**config.mk**
```make
export PLATFORM = sky130hd
export DESIGN_NAME = cv3_mac
export DESIGN_NICKNAME = d
export VERILOG_FILES = /design/src/rtl/cv3_pkg.sv /design/src/rtl/cv3_mac.sv
export SDC_FILE = /design/constraint.sdc
export NUM_CORES = 2
export LEC_CHECK = 0
export ABC_AREA = 1
export ABC_CLOCK_PERIOD_IN_PS = 3100
export BUFFER_PORTS_ARGS = -buffer_cell sky130_fd_sc_hd__buf_4
export CAP_MARGIN = 10
export CORE_MARGIN = 4
export CORE_UTILIZATION = 25
export CTS_CLUSTER_SIZE = 16
export DETAILED_ROUTE_END_ITERATION = 10
export GPL_ROUTABILITY_DRIVEN = 0
export PLACE_DENSITY = 0.45
export REMOVE_ABC_BUFFERS = 1
export SLEW_MARGIN = 20
export SYNTH_ARGS = -nofsm -noshare
export SYNTH_HDL_FRONTEND = slang
export SYNTH_SLANG_ARGS = --single-unit
```
**constraint.sdc**
```tcl
create_clock -name clk -period 3.1 [get_ports clk]
set_input_delay 0.62 -clock clk [delete_from_list [all_inputs] [get_ports clk]]
set_output_delay 0.62 -clock clk [all_outputs]
set_load 0.02 [all_outputs]
```
**src/rtl/cv3_pkg.sv**
```systemverilog
// Shared types and constants of the 3x3 convolution filter core.
`default_nettype none

package cv3_pkg;

	localparam int PIX_W       = 8;
	localparam int WEIGHT_W    = 18;
	localparam int WROW_W      = 3 * WEIGHT_W;
	localparam int KSIZE       = 3;
	localparam int KK          = KSIZE * KSIZE;
	localparam int LW_W        = 12;
	localparam int FH_W        = 13;
	localparam int ROW_W       = 12;
	localparam int COL_OUT_W   = 11;
	localparam int PROD_W      = PIX_W + 1 + WEIGHT_W;
	localparam int SUM_W       = 32;
	localparam int CFG_IDX_W   = 3;
	localparam int MAX_HEIGHT  = 4096;
	localparam int FIFO_DEPTH  = 8;
	localparam int FIFO_PTR_W  = 3;
	localparam int FIFO_CNT_W  = 4;

	localparam logic [PIX_W-1:0]  PIX_MAX    = 8'd255;
	localparam logic [WROW_W-1:0] ROW0_RESET = 54'd0;
	localparam logic [WROW_W-1:0] ROW1_RESET = 54'd1073741824;
	localparam logic [WROW_W-1:0] ROW2_RESET = 54'd0;
	localparam logic [LW_W-1:0]   LW_RESET   = 12'd640;
	localparam logic [FH_W-1:0]   FH_RESET   = 13'd480;

	typedef enum logic [CFG_IDX_W-1:0] {
		CFG_ROW0     = 3'd0,
		CFG_ROW1     = 3'd1,
		CFG_ROW2     = 3'd2,
		CFG_WIDTH    = 3'd3,
		CFG_HEIGHT   = 3'd4,
		CFG_OVF_MODE = 3'd5
	} cfg_idx_t;

	typedef enum logic {
		OVF_CLAMP = 1'b0,
		OVF_WRAP  = 1'b1
	} ovf_mode_t;

	typedef logic [KK-1:0][PIX_W-1:0]     win_t;
	typedef logic [KSIZE-1:0][WROW_W-1:0] wrows_t;

	// Per-item side information that rides along the datapath
	typedef struct packed {
		logic                 vres;
		logic [ROW_W-1:0]     crow;
		logic [COL_OUT_W-1:0] ccol;
	} tag_t;

	typedef struct packed {
		logic [PIX_W-1:0]     pix;
		logic                 vres;
		logic [ROW_W-1:0]     crow;
		logic [COL_OUT_W-1:0] ccol;
	} result_t;

endpackage

`default_nettype wire

```
**src/rtl/cv3_mac.sv**
```systemverilog
// Pipelined nine-tap multiply, adder tree, truncation and clamp or wrap of the result.
`default_nettype none

module cv3_mac import cv3_pkg::*; #(
	parameter int FRAC_BITS = 12
) (
	input  wire logic      clk,
	input  wire logic      arst_n,
	input  wire logic      in_vld,
	input  wire win_t      win,
	input  wire tag_t      tag,
	input  wire wrows_t    wrows,
	input  wire ovf_mode_t mode,
	output      logic      out_vld,
	output      result_t   res
);

	logic signed [PROD_W-1:0] prod_d  [KK];
	logic signed [PROD_W-1:0] prod_s3 [KK];
	logic signed [SUM_W-1:0]  rsum_s4 [KSIZE];
	logic signed [SUM_W-1:0]  sum_s5;
	logic                     v_s3, v_s4, v_s5, v_s6;
	tag_t                     tag_s3, tag_s4, tag_s5;
	result_t                  res_s6;

	logic                 neg;
	logic [SUM_W-1:0]     mag;
	logic [SUM_W-1:0]     q;
	logic [PIX_W-1:0]     wrap_px;
	logic [PIX_W-1:0]     clamp_px;
	result_t              res_d;

	always_comb begin
		for (int r = 0; r < KSIZE; r++) begin
			for (int c = 0; c < KSIZE; c++) begin
				prod_d[r*KSIZE + c] = $signed({1'b0, win[r*KSIZE + c]}) *
					$signed(wrows[r][c*WEIGHT_W +: WEIGHT_W]);
			end
		end
	end

	always_ff @(posedge clk or negedge arst_n) begin
		if (!arst_n) begin
			v_s3 <= 1'b0;
			v_s4 <= 1'b0;
			v_s5 <= 1'b0;
			v_s6 <= 1'b0;
		end else begin
			v_s3 <= in_vld;
			v_s4 <= v_s3;
			v_s5 <= v_s4;
			v_s6 <= v_s5;
		end
	end

	always_ff @(posedge clk) begin
		prod_s3 <= prod_d;
		tag_s3  <= tag;
		for (int r = 0; r < KSIZE; r++) begin
			rsum_s4[r] <= SUM_W'(prod_s3[r*KSIZE]) + SUM_W'(prod_s3[r*KSIZE + 1]) +
				SUM_W'(prod_s3[r*KSIZE + 2]);
		end
		tag_s4 <= tag_s3;
		sum_s5 <= rsum_s4[0] + rsum_s4[1] + rsum_s4[2];
		tag_s5 <= tag_s4;
		res_s6 <= res_d;
	end

	// Truncate toward zero: shift the magnitude, then restore the sign
	always_comb begin
		neg      = sum_s5[SUM_W-1];
		mag      = neg ? (~sum_s5 + 1'b1) : sum_s5;
		q        = mag >> FRAC_BITS;
		wrap_px  = neg ? (~q[PIX_W-1:0] + 1'b1) : q[PIX_W-1:0];
		clamp_px = neg ? '0 : ((|q[SUM_W-1:PIX_W]) ? PIX_MAX : q[PIX_W-1:0]);
		res_d.vres = tag_s5.vres;
		res_d.crow = tag_s5.crow;
		res_d.ccol = tag_s5.ccol;
		if (!tag_s5.vres) begin
			res_d.pix = '0;
		end else if (mode == OVF_WRAP) begin
			res_d.pix = wrap_px;
		end else begin
			res_d.pix = clamp_px;
		end
	end

	assign out_vld = v_s6;
	assign res     = res_s6;

endmodule

`default_nettype wire

```
== After elaboration in Yosys (flattened, before gate mapping) ==
Memories as Yosys holds them, arrays and structs flattened.
Index checks and enable logic that the tools add are counted.

* Bits of input ports: 262
* Output and inout port bits: 33
* Memories kept: 1
* Bits in writable memories: 96
* Flip-flop bits (word level): 383
* Logic and storage cells: 55

{| class="wikitable"
|+ Memory list
! name !! words !! width !! rd ports !! clocked after Yosys merged registers in !! write ports !! line !! text
|-
| rsum_s4 || 3 || 32 || 3 || 0 || 3 || cv3_mac.sv:20 || <nowiki>logic signed [SUM_W-1:0] rsum_s4 [KSIZE];</nowiki>
|}

* Add/sub/neg operators: 10
* Reductions and logical operators: 1
* Bitwise gates (word level): 2
* $mul: 9
* Multiplexer cells: 5

{| class="wikitable"
|+ Operators with widths
! kind !! count
|-
| 9-bit by 18-bit multiplier with 27-bit output || 9
|-
| 28-bit by 27-bit adder with 29-bit output || 3
|-
| 27-bit by 27-bit adder with 28-bit output || 3
|-
| 32-bit adder || 2
|-
| 32-bit by 1-bit adder with 32-bit output (second input constant) || 1
|-
| 32-bit two-way mux || 1
|-
| 8-bit two-way mux || 4
|-
| 32-bit NOT || 1
|-
| 12-bit OR reduction || 1
|-
| 8-bit by 1-bit adder with 8-bit output (second input constant) || 1
|-
| 8-bit NOT || 1
|}

== Logic depth before layout (Yosys ltp) ==
* Word-level depth: 7
* Gate-level depth with buffers: 24
* Gate-level depth less buffers: 22

== Worst setup path after synthesis ==
Ideal clock, no wire load.

* Path type: input to register
* Start point: in win[0] in the netlist's numbering
* End point: reg prod_s3[236] in the netlist's numbering
* Required time: 2.979 ns
* Data arrival time: 4.755 ns
* Stages: 20
* Setup time: 0.121 ns
* Setup slack: -1.776 ns
* Path through: clkbuf_1 clkbuf_1 nand2_1 fa_1 inv_1 fa_1 inv_1 fa_1 fa_1 inv_1 ha_1 a21oi_1 a21oi_1 nor2_1 o21ai_1 a21oi_1 o21ai_2 nand2_1 nand2_1 xor2_1

{| class="wikitable"
|+ RTL lines
! what !! line !! text
|-
| start: declaration || cv3_mac.sv:10 || <nowiki>input wire win_t win,</nowiki>
|-
| end signal: assignment || cv3_mac.sv:57 || <nowiki>prod_s3 <= prod_d;</nowiki>
|-
| end: declaration || cv3_mac.sv:19 || <nowiki>logic signed [PROD_W-1:0] prod_s3 [KK];</nowiki>
|}

==> metrics.md <==
| Metric | Value |
|---|---|
| Run status | `complete, but fails checks` |
| Failing checks | `negative setup slack` |
| Register area share after synthesis | `0.1421` |
| Worst-case clock buffer depth | `3` |
| Routed Antenna Nets | `0` |
| Worst-Margin Slew | `576.0 ps` |
| Critical path depth | `18` |
| Hold Violations, Final | `0` |
| Slowest CP cell | `fa_1` |
| Design area | `92,780 µm²` |
| Die height | `523.3 µm` |
| R2R Setup Slk | `120 ps` |
| Io pins | `295` |
| Area Growth Syn to Fin | `39.78%` |
| Crit path launch | `wrows[98]` |
| CP most frequent cell | `fa_1` |
| Drc violations | `0` |
| Setup CP Type | `primary input to register` |
| Post-synth EDFFs | `0` |
| Top routing layer in use | `met5` |
| CP peak stage delay | `560 ps` |
| Starting Density | `0.2522` |
| First-pass GRT wire length | `301,100 µm` |
| Clock Latency Late Sink | `650 ps` |
| Mean Syn Cell Area | `7.949 µm²` |
| Fin crit share | `1.258` |
| Post-Place Cells | `12,790` |
| Cell taking the most area after synthesis | `fa_1` |
| DRT met1 WL | `89,860 µm` |
| Clk slew on worst S/H paths | `60 ps` |
| Reg2Reg Depth | `12` |
| Maximum clock rate | `0.2565 GHz` |
| FF-to-FF Start | `prod_s3[82]$_DFF_P_` |
| Routed wl met2 | `92,040 µm` |
| Final Skew | `21.81 ps` |
| Synth Warn # | `0` |
| Crit path time final | `3899 ps` |
| Top cells by count, synth | `inv_1 (2,442), nand2_1 (1,889), fa_1 (1,140), ha_1 (597), dfxtp_1 (466)` |
| Routed vias | `53,890` |
| DR WL met3 | `7090 µm` |
| WL final | `192,000 µm` |
| Slew Limit Fails | `0` |
| # rows | `188` |
| Final setup vio count | `180` |
| Worst R2R End | `rsum_s4[0][51]$_DFF_P_` |
| CTS tree | `done` |
| Yosys top cell area share | `0.3438` |
| Vias in the first global route | `57,340` |
| Total grt overflow | `0` |
| Drt initial violations | `2,134` |
| Vias per inst | `4.114` |
| Fraction of registers with async set/reset | `0.008511` |
| Nets | `11,530` |
| RSZ-0062 raised after global routing | `yes` |
| Crit path capture type | `register` |
| CTS H-tree lvls | `2` |
| Wire per inst | `14.65 µm` |
| CTS sink cnt | `470` |
| Antenna violations before repair | `14` |
| Die area | `273,800 µm²` |
| Dpl cell area | `78,990 µm²` |
| Finished Layout Cells | `13,100` |
| Arrival time of the worst setup path | `4470 ps` |
| Min-delay worst type | `primary input to register` |
| Synth top area cells | `fa_1 (34%), dfxtp_1 (14%), inv_1 (14%)` |
| Setup slack after layout | `-799.3 ps` |
| Crit path max-delay family | `adder cells` |
| Core Area | `263,200 µm²` |
| Overall routing resource usage | `0.1354` |
| Die W | `523.3 µm` |
| Crit path cell chain | `buf_8 -> nand2_2 -> fa_1 -> inv_1 -> fa_1 -> fa_1 -> inv_1 -> fa_1 -> inv_2 -> ha_4 -> nand2_4 -> nor2_4 -> inv_2 -> nor3_4 -> a21oi_4 -> buf_6 -> o21ai_2 -> xor2_1` |
| CP Buf/Inv Count | `6` |
| Top-count cell post-synth | `inv_1` |
| HPWL after DPL | `157,900 µm` |
| Largest net degree at the start of global routing | `34` |
| Startpoint type of the worst setup path | `primary input` |
| Synth Register Bits | `470` |
| Relative slew margins | `0.6132` |
| Max FO, Critical Path | `7` |
| # Max-Cap Violations | `0` |
| Hold slack | `76.82 ps` |
| CP required | `3670 ps` |
| Worst hold stages | `1` |
| Synth unique cells | `52` |
| Top_reg_cell synth | `dfxtp_1` |
| First-pass DRT Iterations | `5` |
| Clock root buffer | `clkbuf_16` |
| Hold Startpoint | `tag[14]` |
| Ratio of cells with drive above 1 in the final layout | `0.3085` |
| Synthesized area | `66,370 µm²` |
| # port buffers | `294` |
| TritonCTS buffer count | `56` |
| WHS Endpoint | `tag_s3[14]$_DFF_P_` |
| Mapped Cells | `8,350` |
| Post-layout util | `0.3525` |
[worst max path at each step]
stage                            to  slack (ps)
6_report       prod_s3[101]$_DFF_P_        -800
4_1_cts         prod_s3[93]$_DFF_P_        -740
5_1_grt         prod_s3[77]$_DFF_P_        -930
2_1_floorplan  prod_s3[182]$_DFF_P_       -1210
3_3_place_gp   prod_s3[105]$_DFF_P_       -1850
3_5_place_dp   prod_s3[105]$_DFF_P_       -1840
[metal layers]
| metal | vias up | track usage |
|---|---|---|
| li1 | 26500 | - |
| met1 | 26450 | 0.1892 |
| met2 | 762 | 0.2276 |
| met3 | 173 | 0.01610 |
| met4 | 6 | 0.02262 |
| met5 | - | 0 |
[worst reg2reg max path, cell delays in order, from the launching register on]
cell and delay, ps:
dfxtp_1 350, fa_1 550, ha_1 160, inv_1 60, fa_1 470, o21ai_2 230, a21oi_2 140, o21ai_2 270
a21oi_2 130, nor3_2 160, nand2_1 70, nand2_1 80, xor2_1 220
[registers in the layout, summed over array words and instances, names as in the netlist, 24 cells and up]
name / count
prod_s3: 243
tag_s4: 24
sum_s5: 32
res: 32
res_d: 24
rsum_s4: 87
tag_s3: 24
[cells in the final DEF (no fill, tap or decap), types with 57 or more instances in the layout]
| cell type | synthesis | final |
|---|---|---|
| inv_2 | 0 | 258 |
| nand2_4 | 0 | 128 |
| ha_4 | 0 | 171 |
| o21ai_0 | 148 | 84 |
| dfxtp_1 | 466 | 466 |
| ha_1 | 597 | 419 |
| a21oi_4 | 1 | 57 |
| nand3_1 | 140 | 85 |
| inv_1 | 2442 | 2181 |
| a21oi_2 | 8 | 85 |
| clkbuf_16 | 0 | 79 |
| fa_2 | 0 | 82 |
| buf_12 | 0 | 72 |
| buf_6 | 0 | 255 |
| xor2_1 | 204 | 166 |
| xnor2_1 | 130 | 85 |
| nand2_1 | 1889 | 1483 |
| nor2_1 | 226 | 172 |
| nand2_2 | 6 | 284 |
| a21oi_1 | 312 | 179 |
| o21ai_2 | 14 | 59 |
| buf_4 | 0 | 1010 |
| fa_1 | 1140 | 1058 |
[timing repair]
item | in CTS | in global routing
endpoints found under the setup margin | 190 | 194
hold buffers | 13 | 0
resized for setup | 740 | 1572
hold endpoints to repair | 16 | 0
buffers inserted | 60 | 136
cloned | 9 | 23
pin swaps | 346 | 821
[cells by family (layout without fill, tap and decap cells)]
family / Yosys count / in the layout / share of synthesized area
flip-flops: 470 / 470 / 0.1421
other: 0 / 4 / 0
buffers and inverters: 2754 / 3985 / 0.1566
adder cells (fa/ha/maj): 1737 / 1737 / 0.4564
XOR/XNOR: 334 / 334 / 0.04407
AND/OR/NAND/NOR: 2372 / 2372 / 0.1408
AO/OA/AOI/OAI: 683 / 683 / 0.06010
[through the flow]
stage                     setup TNS, ps  setup WS [ps]
after detailed placement        -275940          -1837
after global placement          -273110          -1849
final                            -98210         -799.3
after CTS                        -93890         -735.3
after floorplan                 -156470          -1205
after global routing            -113960         -929.6
[area by class of cell]
cell class / count / area [µm²]
Antenna cell: 4 / 10.01
Clock buffer: 67 / 1513
Clock inverter: 39 / 553.0
Fill cell: 27050 / 170400
Inverter: 2443 / 9178
Multi-Input combinational cell: 5126 / 53850
Sequential cell: 470 / 9429
Tap cell: 3515 / 4398
Timing Repair Buffer: 1436 / 13850
Power is not shown: default switching activity piles up to over one toggle a cycle in this logic, so the estimate is an artifact.
