==> src/rtl/cv3_pkg.sv <==
// Shared types and constants of the 3x3 convolution filter core.
`default_nettype none

package cv3_pkg;

	localparam int PIX_W       = 8;
	localparam int WEIGHT_W    = 18;
	localparam int WROW_W      = 3 * WEIGHT_W;
	localparam int KSIZE       = 3;
	localparam int KK          = KSIZE * KSIZE;
	localparam int LW_W        = 12;
	localparam int FH_W        = 13;
	localparam int ROW_W       = 12;
	localparam int COL_OUT_W   = 11;
	localparam int PROD_W      = PIX_W + 1 + WEIGHT_W;
	localparam int SUM_W       = 32;
	localparam int CFG_IDX_W   = 3;
	localparam int MAX_HEIGHT  = 4096;
	localparam int FIFO_DEPTH  = 8;
	localparam int FIFO_PTR_W  = 3;
	localparam int FIFO_CNT_W  = 4;

	localparam logic [PIX_W-1:0]  PIX_MAX    = 8'd255;
	localparam logic [WROW_W-1:0] ROW0_RESET = 54'd0;
	localparam logic [WROW_W-1:0] ROW1_RESET = 54'd1073741824;
	localparam logic [WROW_W-1:0] ROW2_RESET = 54'd0;
	localparam logic [LW_W-1:0]   LW_RESET   = 12'd640;
	localparam logic [FH_W-1:0]   FH_RESET   = 13'd480;

	typedef enum logic [CFG_IDX_W-1:0] {
		CFG_ROW0     = 3'd0,
		CFG_ROW1     = 3'd1,
		CFG_ROW2     = 3'd2,
		CFG_WIDTH    = 3'd3,
		CFG_HEIGHT   = 3'd4,
		CFG_OVF_MODE = 3'd5
	} cfg_idx_t;

	typedef enum logic {
		OVF_CLAMP = 1'b0,
		OVF_WRAP  = 1'b1
	} ovf_mode_t;

	typedef logic [KK-1:0][PIX_W-1:0]     win_t;
	typedef logic [KSIZE-1:0][WROW_W-1:0] wrows_t;

	// Per-item side information that rides along the datapath
	typedef struct packed {
		logic                 vres;
		logic [ROW_W-1:0]     crow;
		logic [COL_OUT_W-1:0] ccol;
	} tag_t;

	typedef struct packed {
		logic [PIX_W-1:0]     pix;
		logic                 vres;
		logic [ROW_W-1:0]     crow;
		logic [COL_OUT_W-1:0] ccol;
	} result_t;

endpackage

`default_nettype wire

==> src/rtl/cv3_out_fifo.sv <==
// Small result queue that decouples the free-running datapath from the receiver.
`default_nettype none

module cv3_out_fifo import cv3_pkg::*; (
	input  wire logic    clk,
	input  wire logic    arst_n,
	input  wire logic    push,
	input  wire result_t wdata,
	input  wire logic    pop,
	output      logic    not_empty,
	output      result_t rdata
);

	result_t               store [FIFO_DEPTH];
	logic [FIFO_PTR_W-1:0] wr_ptr_q;
	logic [FIFO_PTR_W-1:0] rd_ptr_q;
	logic [FIFO_CNT_W-1:0] count_q;
	logic                  do_pop;

	assign do_pop    = pop && (count_q != '0);
	assign not_empty = (count_q != '0);
	assign rdata     = store[rd_ptr_q];

	always_ff @(posedge clk) begin
		if (push) begin
			store[wr_ptr_q] <= wdata;
		end
	end

	always_ff @(posedge clk or negedge arst_n) begin
		if (!arst_n) begin
			wr_ptr_q <= '0;
			rd_ptr_q <= '0;
			count_q  <= '0;
		end else begin
			if (push) begin
				wr_ptr_q <= wr_ptr_q + 1'b1;
			end
			if (do_pop) begin
				rd_ptr_q <= rd_ptr_q + 1'b1;
			end
			case ({push, do_pop})
				2'b10:   count_q <= count_q + 1'b1;
				2'b01:   count_q <= count_q - 1'b1;
				default: count_q <= count_q;
			endcase
		end
	end

endmodule

`default_nettype wire

==> config.mk <==
export PLATFORM = sky130hd
export DESIGN_NAME = cv3_out_fifo
export DESIGN_NICKNAME = d
export VERILOG_FILES = /design/src/rtl/cv3_pkg.sv /design/src/rtl/cv3_out_fifo.sv
export SDC_FILE = /design/constraint.sdc
export NUM_CORES = 1
export LEC_CHECK = 0
export BUFFER_PORTS_ARGS = -buffer_cell sky130_fd_sc_hd__buf_2
export CORE_MARGIN = 5
export CORE_UTILIZATION = 35
export CTS_CLUSTER_SIZE = 24
export DETAILED_ROUTE_END_ITERATION = 8
export GPL_TIMING_DRIVEN = 0
export PLACE_DENSITY = 0.6
export SLEW_MARGIN = 5
export SYNTH_ARGS = -nofsm -noshare
export SYNTH_HDL_FRONTEND = slang
export SYNTH_SLANG_ARGS = --single-unit
==> constraint.sdc <==
create_clock -name clk -period 10.4 [get_ports clk]
set_clock_uncertainty 0.1 [all_clocks]
set_input_delay 0 -clock clk [delete_from_list [all_inputs] [get_ports clk]]
set_output_delay 0 -clock clk [all_outputs]
set_load 0.01 [all_outputs]
== After elaboration in Yosys (flattened, before gate mapping) ==
Memories as Yosys holds them, arrays and structs flattened.
Cells that the tools add are included.
Storage, ports and cells
  memory bits (writable): 256
  memories kept: 1
  flip-flop bits (word level): 10
  input bits: 36
  output and inout port bits: 33
  logic and storage cells: 16
Memories
  store: depth 8, bits a word 32, rd ports 1, clocked after memory_dff 0, wr ports 1, RTL line cv3_out_fifo.sv:14  | result_t store [FIFO_DEPTH];
Operators by class
  muxes and demuxes: 3
  eq/ne operators: 2
  add/subtract/negate cells: 4
  reduce and logical (&&, ||, !) cells: 3
Operator list (count)
  one-hot mux 4 bit (2 select lines): 1
  adder 3 x 1 -> 3 bit (second input constant): 2
  adder 4 x 1 -> 4 bit (second input constant): 1
  nonzero test 4 bit: 1
  subtractor 4 x 1 -> 4 bit (second input constant): 1
  equality test 2 x 1 -> 1 bit (second input constant): 1
  equality test 2 bit (second input constant): 1
  two-way mux 1 bit: 2
  nonzero test 2 bit: 1
  logical AND 1 bit: 1

== Logic depth before layout (Yosys ltp) ==
Gate-level depths: netlist of run 1.
  depth in word-level cells: 4
  depth in mapped cells: 10
  gate-level depth less buffers: 10

== Worst setup path after synthesis of run 1 ==
No wires, ideal clock.
  path kind: register -> register
  from: reg wr_ptr_q[0]
  to: mem store[0][0] (netlist bit), enable pin
  arrival time: 2795 ps
  slack: 7044 ps
  setup time: 461 ps
  period minus slack after synthesis: 3356 ps
  data required time: 9839 ps
  buffers on the path: 0
  cell stages (with the launch flop): 3
  cells stage by stage: dfrtp_1 > nand2b_1 > nor3_1
RTL lines
  from (decl): RTL line cv3_out_fifo.sv:15  | logic [FIFO_PTR_W-1:0] wr_ptr_q;
  from (signal assigned): RTL line cv3_out_fifo.sv:37  | wr_ptr_q <= wr_ptr_q + 1'b1;
  to (decl): RTL line cv3_out_fifo.sv:14
Straight into the memory's write port.

==> results.md, run 1 <==
* Result of the run: complete, no violations
* Crit start category: flop
* Final setup violation count at 0
* Mapped Cells at 424
* Overall power at 3.45 mW
* Library cells used by synthesis at 26
* Proportion of netlist area held by the largest area contributor at between 70% and 80%
* DR iter-0 viols at 329
* PwrDens at roughly 270 nW/um2
* NumNets Final at about 610
* CTS tree: built
* Sum of negative setup slack at 0 ns
* Syn. warnings at 0
* Site Rows at 62
* Clock sinks at around 270
* F_max at 368 MHz
* Antenna cell count at 0
* Die W at around 180 um
* Clk_lat worst skew at 0.52 ns
* # port buffers at 68
* Post-DP HPWL at 13.1 mm
* Initial Util at a little over a third
* Register area share after synthesis at between 70% and 80%
* Maximum VDD drop at approximately 0.14 mV
* Cell repeated most along the worst path: buf_2
* CP required at between 10 and 15 ns
* Core ar. at 28900 um2
* Initial antenna violation count at 0
* Synthesized area per cell at 24.3 um2
* GPL Wtd Cong at 0.674
* Crit-path cells: clkbuf_1 > buf_2 > mux4_2 > mux2_2 > buf_2
* Congestion Overflow GR at 0
* Critical path class: flop to primary output
* Synth Cell Area at 10300 um2
* Slowest CP cell: clkbuf_1
* # H-tree levels at 1
* Min Tclk post-route at around 2.7 ns
* CTS Buf Count at 28
* CTS Buffer Depth at 3
* Die Ht at roughly 180 um
* Final Max Slew Viols at 0
* Setup bufs post-CTS at 0
* Root buf cell: clkbuf_16
* Share of cells above drive strength 1 at 37.0%
* IO Pins at 69
* Slowest Stage Delay on Critical Path at 0.43 ns
* Flops & latches, synth at 266
* Worst Hold Class: primary input to flop
* CP max FO at 10
* Final Cycle Share at 26.1%
* Fillers at 2500
* Area grow syn2layout at 23.0%
* Syn Nets at between 400 and 500
* GRT Util Overall at 12.8%
* DRT Pass-1 Iters at 6
* CP Capture Type: primary output
* Static leakage at 4.26 nW
* Slew HR at a little over two fifths
* Post-CTS Resized at 0
* Antenna Nets Post-Route at 0
* Final hold vios at 0
* Worst-margin pin slew at between 0.8 and 0.9 ns
* Vias per cell at 4.95
* Routed length per instance at 21.6 um
* Crit path DAT at 2.62 ns
* Residual DRC at 0
* RSZ-0062 raised after global routing: false
* Detailed-route via count at about 4800
* Largest net degree at the start of global routing at 22
* Clk slew on worst S/H paths at 0.06 ns
* Total wire length at 21.1 mm
* Vias in the first global route at 5275
* Area leader, netlist: edfxtp_1
* Synth top area cells: edfxtp_1 75%, mux4_2 8.5%, mux4_1 6.4%
* Max Cap Viol at 0
* Die area at between 30000 and 40000 um2
* First-pass GRT wire length at between 30 and 40 mm
## flip-flops by register name, summed over array words and instances, names as in the netlist
register	flops
store	256
count_q	4
rd_ptr_q	3
wr_ptr_q	3
## area by class of cell
cell class | count | area, um2 | share of cell area (%)
Sequential cell | 266 | 7940 | 62.7
Multi-Input combinational cell | 138 | 2260 | 17.9
Timing Repair Buffer | 118 | 915 | 7.22
Clock buffer | 32 | 716 | 5.65
Tap cell | 384 | 480 | 3.80
Clock inverter | 20 | 198 | 1.56
Buffer | 18 | 145 | 1.15
Inverter | 2 | 7.51 | 0.0593
## routing by layer
metal,up-vias,share of wire (%),track usage (%)
li1,2115,-,-
met1,2579,43,17.3
met2,119,50,21.9
met3,28,5.0,2.34
met4,0,1.6,2.55
met5,-,0,0
## worst max-delay path, delay by kind of cell, from the launching register on
kind / cells / cell delay (ns)
buf+inv: 3 / 0.99
mux: 2 / 0.68
flops: 1 / 0.42
## stage by stage
| stage | cells | setup slack [ns] | hold WS (ns) | utilization [%] | area, um2 |
|---|---|---|---|---|---|
| floorplan | 424 | 7.04 | -0.396 | - | 10300 |
| global placement | 876 | 4.67 | -0.226 | 38.5 | 11100 |
| detailed placement | 890 | 7.77 | -0.213 | 39.5 | 11400 |
| CTS | 978 | 7.63 | 0.158 | 43.9 | 12700 |
| global route | 978 | 7.57 | 0.173 | 43.9 | 12700 |
| finish | 978 | 7.68 | 0.171 | 43.9 | 12700 |
## timing repair
item / CTS / global route
hold buffers: 36 / 0
hold endpoints to repair: 273 / 0
endpoints found under the setup margin: 0 / 0
## cell usage after synthesis
library cell  instances
a21oi_1               1
a41oi_1               1
buf_12                2
buf_2                 6
buf_6                 2
buf_8                 2
clkbuf_1              6
dfrtp_1              10
edfxtp_1            256
ha_1                  5
inv_1                 2
mux2_2               35
mux2i_1               1
mux4_1               25
mux4_2               39
nand2_1               4
nand2b_1              3
nand3_1               1
nor2_1                7
nor2b_1               1
nor3_1                3
nor4b_1               1
o41ai_1               1
or4_1                 1
xnor2_1               4
xor2_1                5
## worst paths after layout
check                            startpoint           end  slack (ns)  cells past startpoint
worst max-delay path            rd_ptr_q[1]     rdata[31]        7.68                      5
worst min-delay path              wdata[15]  store[7][15]        0.17                      2
worst max register to register   count_q[1]    count_q[2]        7.73                     10
worst min register to register   count_q[3]    count_q[3]        0.36                      1
max in group asynchronous            arst_n   rd_ptr_q[0]        9.45                      3
min in group asynchronous            arst_n    count_q[1]        0.40                      3
## where the power goes
| group | total, mW | switching (mW) | internal (mW) | leakage, nW |
|---|---|---|---|---|
| clock | 0.963 | 0.393 | 0.571 | 0.445 |
| combinational | 1.08 | 0.553 | 0.529 | 1.38 |
| sequential | 1.40 | 0.0520 | 1.35 | 2.44 |
## cells by family after synthesis
logic type / Yosys count / synth area share, %
flops: 266 / 77.1
mux: 100 / 18.8
simple gates: 21 / 0.996
buf+inv: 20 / 1.48
xor+xnor: 9 / 0.766
fa+ha+maj: 5 / 0.608
compound gates: 3 / 0.219
## layout by cell type (no fill, tap or decap), types with 2 or more instances in the layout
master         count
buf_16             2
buf_2             74
xor2_1             5
buf_4              4
clkbuf_1          10
inv_1              2
nor2_4             6
mux4_1            25
mux4_2            39
ha_1               5
dlygate4sd3_1     36
nor3_2             2
clkinv_4           3
xnor2_1            4
dfrtp_1           10
bufinv_16          3
edfxtp_1         256
buf_12             6
buf_6              5
clkinv_1           4
nand2b_1           3
clkbuf_16         28
buf_8              3
nand2_1            4
clkinv_2           7
clkinvlp_4         2
mux2_2            35
No activity file was read; power rests on OpenSTA's default activity.
==> run 2, diff against run 1 <==
--- a/config.mk
+++ b/config.mk
@@ -11,7 +11,7 @@
 export CTS_CLUSTER_SIZE = 24
 export DETAILED_ROUTE_END_ITERATION = 8
 export GPL_TIMING_DRIVEN = 0
-export PLACE_DENSITY = 0.6
+export PLACE_DENSITY = 0.62
 export SLEW_MARGIN = 5
 export SYNTH_ARGS = -nofsm -noshare
 export SYNTH_HDL_FRONTEND = slang
==> constraint.sdc (replaced) <==
create_clock -name clk -period 2.4 [get_ports clk]
set_clock_uncertainty 0.1 [all_clocks]
set_input_delay 0 -clock clk [delete_from_list [all_inputs] [get_ports clk]]
set_output_delay 0 -clock clk [all_outputs]
set_load 0.01 [all_outputs]
==> run 2 against run 1 <==
  * The run now ends with setup timing left
  * Setup slack worse by 7.7 ns
  * First-iteration DRC count is 0.61% lower
  * Global-route usage down 0.40 points
  * Critical endpoint is now rdata[29]
  * Highest routed layer unchanged
==> results.md, run 2 (synthesis gave the netlist of run 1 again) <==
* NumNets Final at 625 (+2.0%)
* Share of cells above drive strength 1 at 43.2% (+6.2 points)
* Total wire length at 21.6 mm (+2.2%)
* PwrDens at 1220 nW/um2 (+350%)
* Initial antenna violation count at 1 (+1)
* Initial Util at 35.7% (unchanged)
* Congestion Overflow GR at 0 (unchanged)
* Clk_lat worst skew at 0.52 ns (about the same)
* Vias in the first global route at 5223 (-0.99%)
* Static leakage at 4.45 nW (+4.3%)
* CTS tree: built
* Utilization after layout at 45.4% (+1.6 points)
* # H-tree levels at 1 (unchanged)
* Worst Hold Class: primary input to flop
* Final setup violation count at 1 (+1)
* Failing checks: setup timing
* Crit path DAT at 2.30 ns (-0.32 ns)
* Routed length per instance at 21.9 um (+1.3%)
* Max reg flops at 256 (unchanged)
* Largest net degree at the start of global routing at 23 (+4.5%)
* Min Tclk post-route at between 2 and 2.5 ns
* # port buffers at 68 (unchanged)
* Area grow syn2layout at 27.3%
* CTS Buffer Depth at 3 (unchanged)
* Critical path class: flop to primary output
* Pre-CTS setup slack at -0.148 ns (-7.92 ns)
* Root buf cell: clkbuf_16
* Commonest non-fill, non-tap cells in the layout: 256 x edfxtp_1, 59 x mux4_2, 45 x buf_2, 36 x dlygate4sd3_1, 33 x clkbuf_16
* RSZ-0062 raised after global routing: true
* Final hold vios at 0 (unchanged)
* Antenna Nets Post-Route at 0 (unchanged)
* IO Pins at 69 (unchanged)
* Reg2Reg Setup Slack at -0.001 ns (-7.73 ns)
* Post-DP HPWL at 12.8 mm (-2.0%)
* Final Cycle Share at 100%
* CP required at 2.30 ns (-8.00 ns)
* Largest reg by FF count: store
* Slew HR at 44.7% (+1.2 points)
* Commonest non-fill, non-tap cell in the layout: edfxtp_1
* Clk slew on worst S/H paths at 0.06 ns (about the same)
* Crit start category: flop
* Residual DRC at 0 (unchanged)
* Hold endpoint: wr_ptr_q[0]
* Reg-to-Reg End: count_q[3]
* GPL Wtd Cong at 0.670 (-0.68%)
* Die W at 182 um (unchanged)
* Site Rows at 62 (unchanged)
* Min-delay src: push
* F_max at 416 MHz
* DR iter-0 viols at 327 (-0.61%)
* Met3 GRT Util at 2.16% (-0.18 points)
* Die area at 32900 um2 (unchanged)
* Vias per cell at 4.82 (-2.7%)
* Detailed-route via count at 4754 (-1.8%)
* CTS Buf Count at 27 (-3.6%)
* GRT Util Overall at 12.4% (-0.40 points)
* First-pass GRT wire length at 31.4 mm (-2.5%)
* Final setup margin at -0.00144 ns (-7.68 ns)
* Core ar. at 28900 um2 (unchanged)
* Die Ht at 182 um (unchanged)
* Largest regs: store (256), count_q (4)
* Clock sinks at 266 (unchanged)
* R2R cell count at 8 (-2)
* CP Capture Type: primary output
* Worst-margin pin slew at 0.826 ns (-0.0181 ns)
* Result of the run: finished with violations
* M2 GR Usage at 21.6% (-0.30 points)
* GR Util met1 at 16.5% (-0.77 points)
* GRT Max-Usage Layer: met2
* Worst reg2reg startpoint: count_q[1]
* Maximum VDD drop at 0.613 mV (+340%)
* Fillers at 2423 (-3.1%)
* Hold depth at 3 (+1)
* CP max FO at 5 (-5)
* DRT Pass-1 Iters at 5 (-1)
* Max Cap Viol at 0 (unchanged)
* Final Max Slew Viols at 0 (unchanged)
run 2: how the worst max path moves through the flow:
| stage | slack, ns | cells past startpoint | from | endpoint |
|---|---|---|---|---|
| final | -0.001 | 5 | rd_ptr_q[0] | rdata[29] |
| after global routing | -0.07 | 8 | count_q[0] | count_q[3] |
| after CTS | -0.01 | 10 | count_q[1] | count_q[2] |
| after detailed placement | -0.15 | 10 | count_q[0] | count_q[2] |
| after global placement | -1.72 | 2 | wr_ptr_q[0] | store[6][14] |
| after floorplan | -0.1 | 2 | wr_ptr_q[1] | store[4][0] |
run 2: repair_timing:
item / CTS / global route
hold buffers: 36 / 0
setup endpoints to repair: 34 / 26
pin swaps: 2 / 4
gates cloned: 1 / 6
setup buffers: 6 / 4
hold endpoints to repair: 273 / 0
gates resized for setup: 26 / 75
run 2: area by class of cell:
type / instances / area, um2 / share of cell area [%]
antenna: 1 / 2.50 / 0.0191
buffer: 18 / 209 / 1.59
clock buffer: 36 / 709 / 5.41
clock inverter: 11 / 87.6 / 0.668
inverter: 2 / 7.51 / 0.0573
multi-input combinational: 138 / 2330 / 17.8
sequential: 266 / 7940 / 60.6
tap: 384 / 480 / 3.66
timing repair buffer: 131 / 1340 / 10.2
run 2: power breakdown:
group | switching (mW) | internal (mW)
registers | 0.255 | 5.85
clock network | 1.62 | 2.18
logic | 2.69 | 3.43
run 2: metrics by stage:
| step | std cells | power (mW) | hold slack (ns) | instance area (um2) | setup TNS, ns |
|---|---|---|---|---|---|
| after detailed placement | 886 | 11.0 | -0.221 | 11400 | -0.245 |
| after global placement | 876 | 10.7 | -0.231 | 11100 | -397.91 |
| final | 987 | 16.0 | 0.183 | 13100 | -0.00144 |
| after CTS | 976 | 15.1 | 0.165 | 12700 | -0.0195 |
| after global routing | 987 | 16.8 | 0.190 | 13100 | -1.27 |
| after floorplan | 424 | 9.16 | -0.396 | 10300 | -14.60 |
run 2: worst max-delay path: stages (launching register included):
cell and delay, ns:
dfrtp_2 0.49, clkbuf_16 0.21, clkbuf_16 0.15, mux4_2 0.48
mux2_2 0.30, buf_2 0.15
run 2: metal layers:
layer / vias to the layer above / part of all wire [%]
met5: - / 0
met4: 0 / 1.4
met3: 27 / 4.7
met2: 115 / 51
met1: 2482 / 43
li1: 2130 / -
==> run 3, diff against run 2 <==
--- a/config.mk
+++ b/config.mk
@@ -11,7 +11,7 @@
 export CTS_CLUSTER_SIZE = 24
 export DETAILED_ROUTE_END_ITERATION = 8
 export GPL_TIMING_DRIVEN = 0
-export PLACE_DENSITY = 0.62
+export PLACE_DENSITY = 0.6
 export SLEW_MARGIN = 5
 export SYNTH_ARGS = -nofsm -noshare
 export SYNTH_HDL_FRONTEND = slang
==> constraint.sdc (replaced) <==
create_clock -name clk -period 3.1 [get_ports clk]
set_clock_uncertainty 0.1 [all_clocks]
set_input_delay 0.93 -clock clk [delete_from_list [all_inputs] [get_ports clk]]
set_output_delay 0.93 -clock clk [all_outputs]
set_load 0.01 [all_outputs]
==> run 3 against run 2 <==
  * The run still ends with setup timing left
  * Clock power down 24%
  * Via count decreased by 1.7%
  * Non-clock buffer count shrank 45
  * Cell area shrank 4.3%
  * Sequential cell count is the same
  * Critical path depth unchanged
  * Sequential power is 23% lower
  * Hold slack worse by 0.014 ns
  * Total power fell by 24%
  * Die area unchanged
  * Wire length shrank 2.7%
  * Sequential share of layout area up 2.7 points
  * Critical path type unchanged
  * Largest power group is now sequential cells
==> results.md, run 3 (synthesis gave the netlist of run 1 again) <==
* Hold WS at 0.169 ns (-0.0137 ns)
* # H-tree levels at 1 (unchanged)
* Site Rows at 62 (unchanged)
* Maximum VDD drop at 0.472 mV (-23%)
* Final Cycle Share at 105%
* Antenna cell count at 0 (-1)
* DRT Pass-1 Iters at 4 (-1)
* Clk_lat worst skew at 0.52 ns (about the same)
* Crit start category: flop
* Commonest non-fill, non-tap cell in the layout: edfxtp_1
* Largest regs: store (256), count_q (4)
* Detailed-route via count at 4673 (-1.7%)
* Largest net degree at the start of global routing at 24 (+4.3%)
* Failing checks: setup timing
* Critical path class: flop to primary output
* Overall power at 12.1 mW (-24%)
* Die area at 32900 um2 (unchanged)
* Commonest non-fill, non-tap cells in the layout: 256 x edfxtp_1, 62 x mux4_2, 45 x buf_2, 31 x buf_6, 31 x clkbuf_16
* Initial Util at 35.7% (unchanged)
* Max reg flops at 256 (unchanged)
* Crit path DAT at 2.23 ns (-0.07 ns)
* Final Non-Filler Cells at 943 (-4.5%)
* Total wire length at 21.0 mm (-2.7%)
* Post-DP HPWL at 12.7 mm (-1.2%)
* Antenna Nets Post-Route at 0 (unchanged)
* RSZ-0062 raised after global routing: true
* Largest reg by FF count: store
* CTS Buffer Depth at 3 (unchanged)
* Residual DRC at 0 (unchanged)
* Vias in the first global route at 5125 (-1.9%)
* Final setup violation count at 32 (+31)
* CP Capture Type: primary output
* Congestion Overflow GR at 0 (unchanged)
* GPL Wtd Cong at 0.684 (+2.2%)
* Clock sinks at 266 (unchanged)
* # port buffers at 68 (unchanged)
* Die Ht at 182 um (unchanged)
* Final hold vios at 0 (unchanged)
* GRT Util Overall at 12.5% (+0.14 points)
* Die W at 182 um (unchanged)
* Slew HR at 49.8% (+5.1 points)
* Pre-CTS setup slack at -0.00556 ns (+0.142 ns)
* F_max at 307 MHz
* CTS tree: built
* Final setup margin at -0.162 ns (-0.161 ns)
* Clk slew on worst S/H paths at 0.06 ns (about the same)
* Routed length per instance at 22.3 um (+1.8%)
* Placed Cells at 886 (unchanged)
* Share of cells above drive strength 1 at 44.0% (+0.82 points)
* IO Pins at 69 (unchanged)
* PwrDens at 968 nW/um2 (-21%)
* Sum of negative setup slack at -4.09 ns (-4.09 ns)
* Vias per cell at 4.96 (+2.9%)
* CP required at 2.07 ns (-0.23 ns)
* Static leakage at 4.21 nW (-5.3%)
* Area grow syn2layout at 21.9%
* Min Tclk post-route at 3.26 ns
* DR iter-0 viols at 369 (+13%)
* First-pass GRT wire length at 31.6 mm (+0.84%)
* Initial antenna violation count at 4 (+3)
* CP max FO at 10 (+5)
* CTS Buf Count at 28 (+3.7%)
* Root buf cell: clkbuf_16
* Max Cap Viol at 0 (unchanged)
* Final Max Slew Viols at 0 (unchanged)
* Result of the run: finished with violations
* Worst Hold Class: primary input to async pin
* Reg2Reg Setup Slack at 0.33 ns (+0.33 ns)
* Worst-margin pin slew at 0.750 ns (-0.0764 ns)
* NumNets Final at 581 (-7.0%)
* Core ar. at 28900 um2 (unchanged)
==> run 3: cell types whose count changed in the layout (fill, tap and decap cells not counted), moves of 4 or more <==
cell	previous run	this run
buf_4	14	5
buf_6	24	31
clkinv_1	2	6
dlygate4sd3_1	36	0
==> run 3: metal layers <==
layer / global-route usage (%) / up-vias / part of all wire, %
met3: 2.76 / 31 / 6.0
li1: - / 2032 / -
met2: 21.0 / 145 / 50
met5: 0 / - / 0.26
met1: 17.2 / 2457 / 42
met4: 2.37 / 8 / 1.5
==> run 3: per-stage QoR <==
stage	util, %	area (um2)
CTS	43.0	12400
global placement	38.6	11100
floorplan	-	10300
global route	43.5	12600
detailed placement	39.5	11400
finish	43.5	12600
==> run 3: area by class of cell <==
cell class / instances / area (um2)
multi-input combinational: 138 / 2270
fill: 2477 / 16300
clock buffer: 34 / 723
timing repair buffer: 86 / 838
inverter: 2 / 7.51
clock inverter: 15 / 82.6
buffer: 18 / 215
tap: 384 / 480
sequential: 266 / 7940
==> run 3: final timing paths <==
kind	start	end	cells after the start
min	arst_n	rd_ptr_q[1]	1
max	rd_ptr_q[0]	rdata[13]	5
max in group asynchronous	arst_n	rd_ptr_q[0]	1
min reg2reg	count_q[3]	count_q[3]	1
max reg2reg	count_q[1]	count_q[2]	10
min in group clk	count_q[3]	count_q[3]	1
==> run 3: report_power, final <==
part           internal, mW  switching [mW]  total (mW)
Clock                  1.65            1.25        2.90
Combinational          2.50            2.02        4.52
Sequential             4.53           0.194        4.73
Total                  8.68            3.47        12.1
==> run 3: timing repair <==
item	4_1_cts	5_1_grt
endpoints found under the hold margin	0	0
hold buffers	0	0
cloned	1	3
setup endpoints to repair	32	32
pin swaps	0	0
setup buffers	4	0
resized for setup	62	37
==> run 3: worst max-delay path, cell delays in order (launching register included) <==
cell,delay (ns)
dfrtp_2,0.42
buf_12,0.18
buf_12,0.17
mux4_2,0.52
mux2_4,0.30
buf_6,0.12
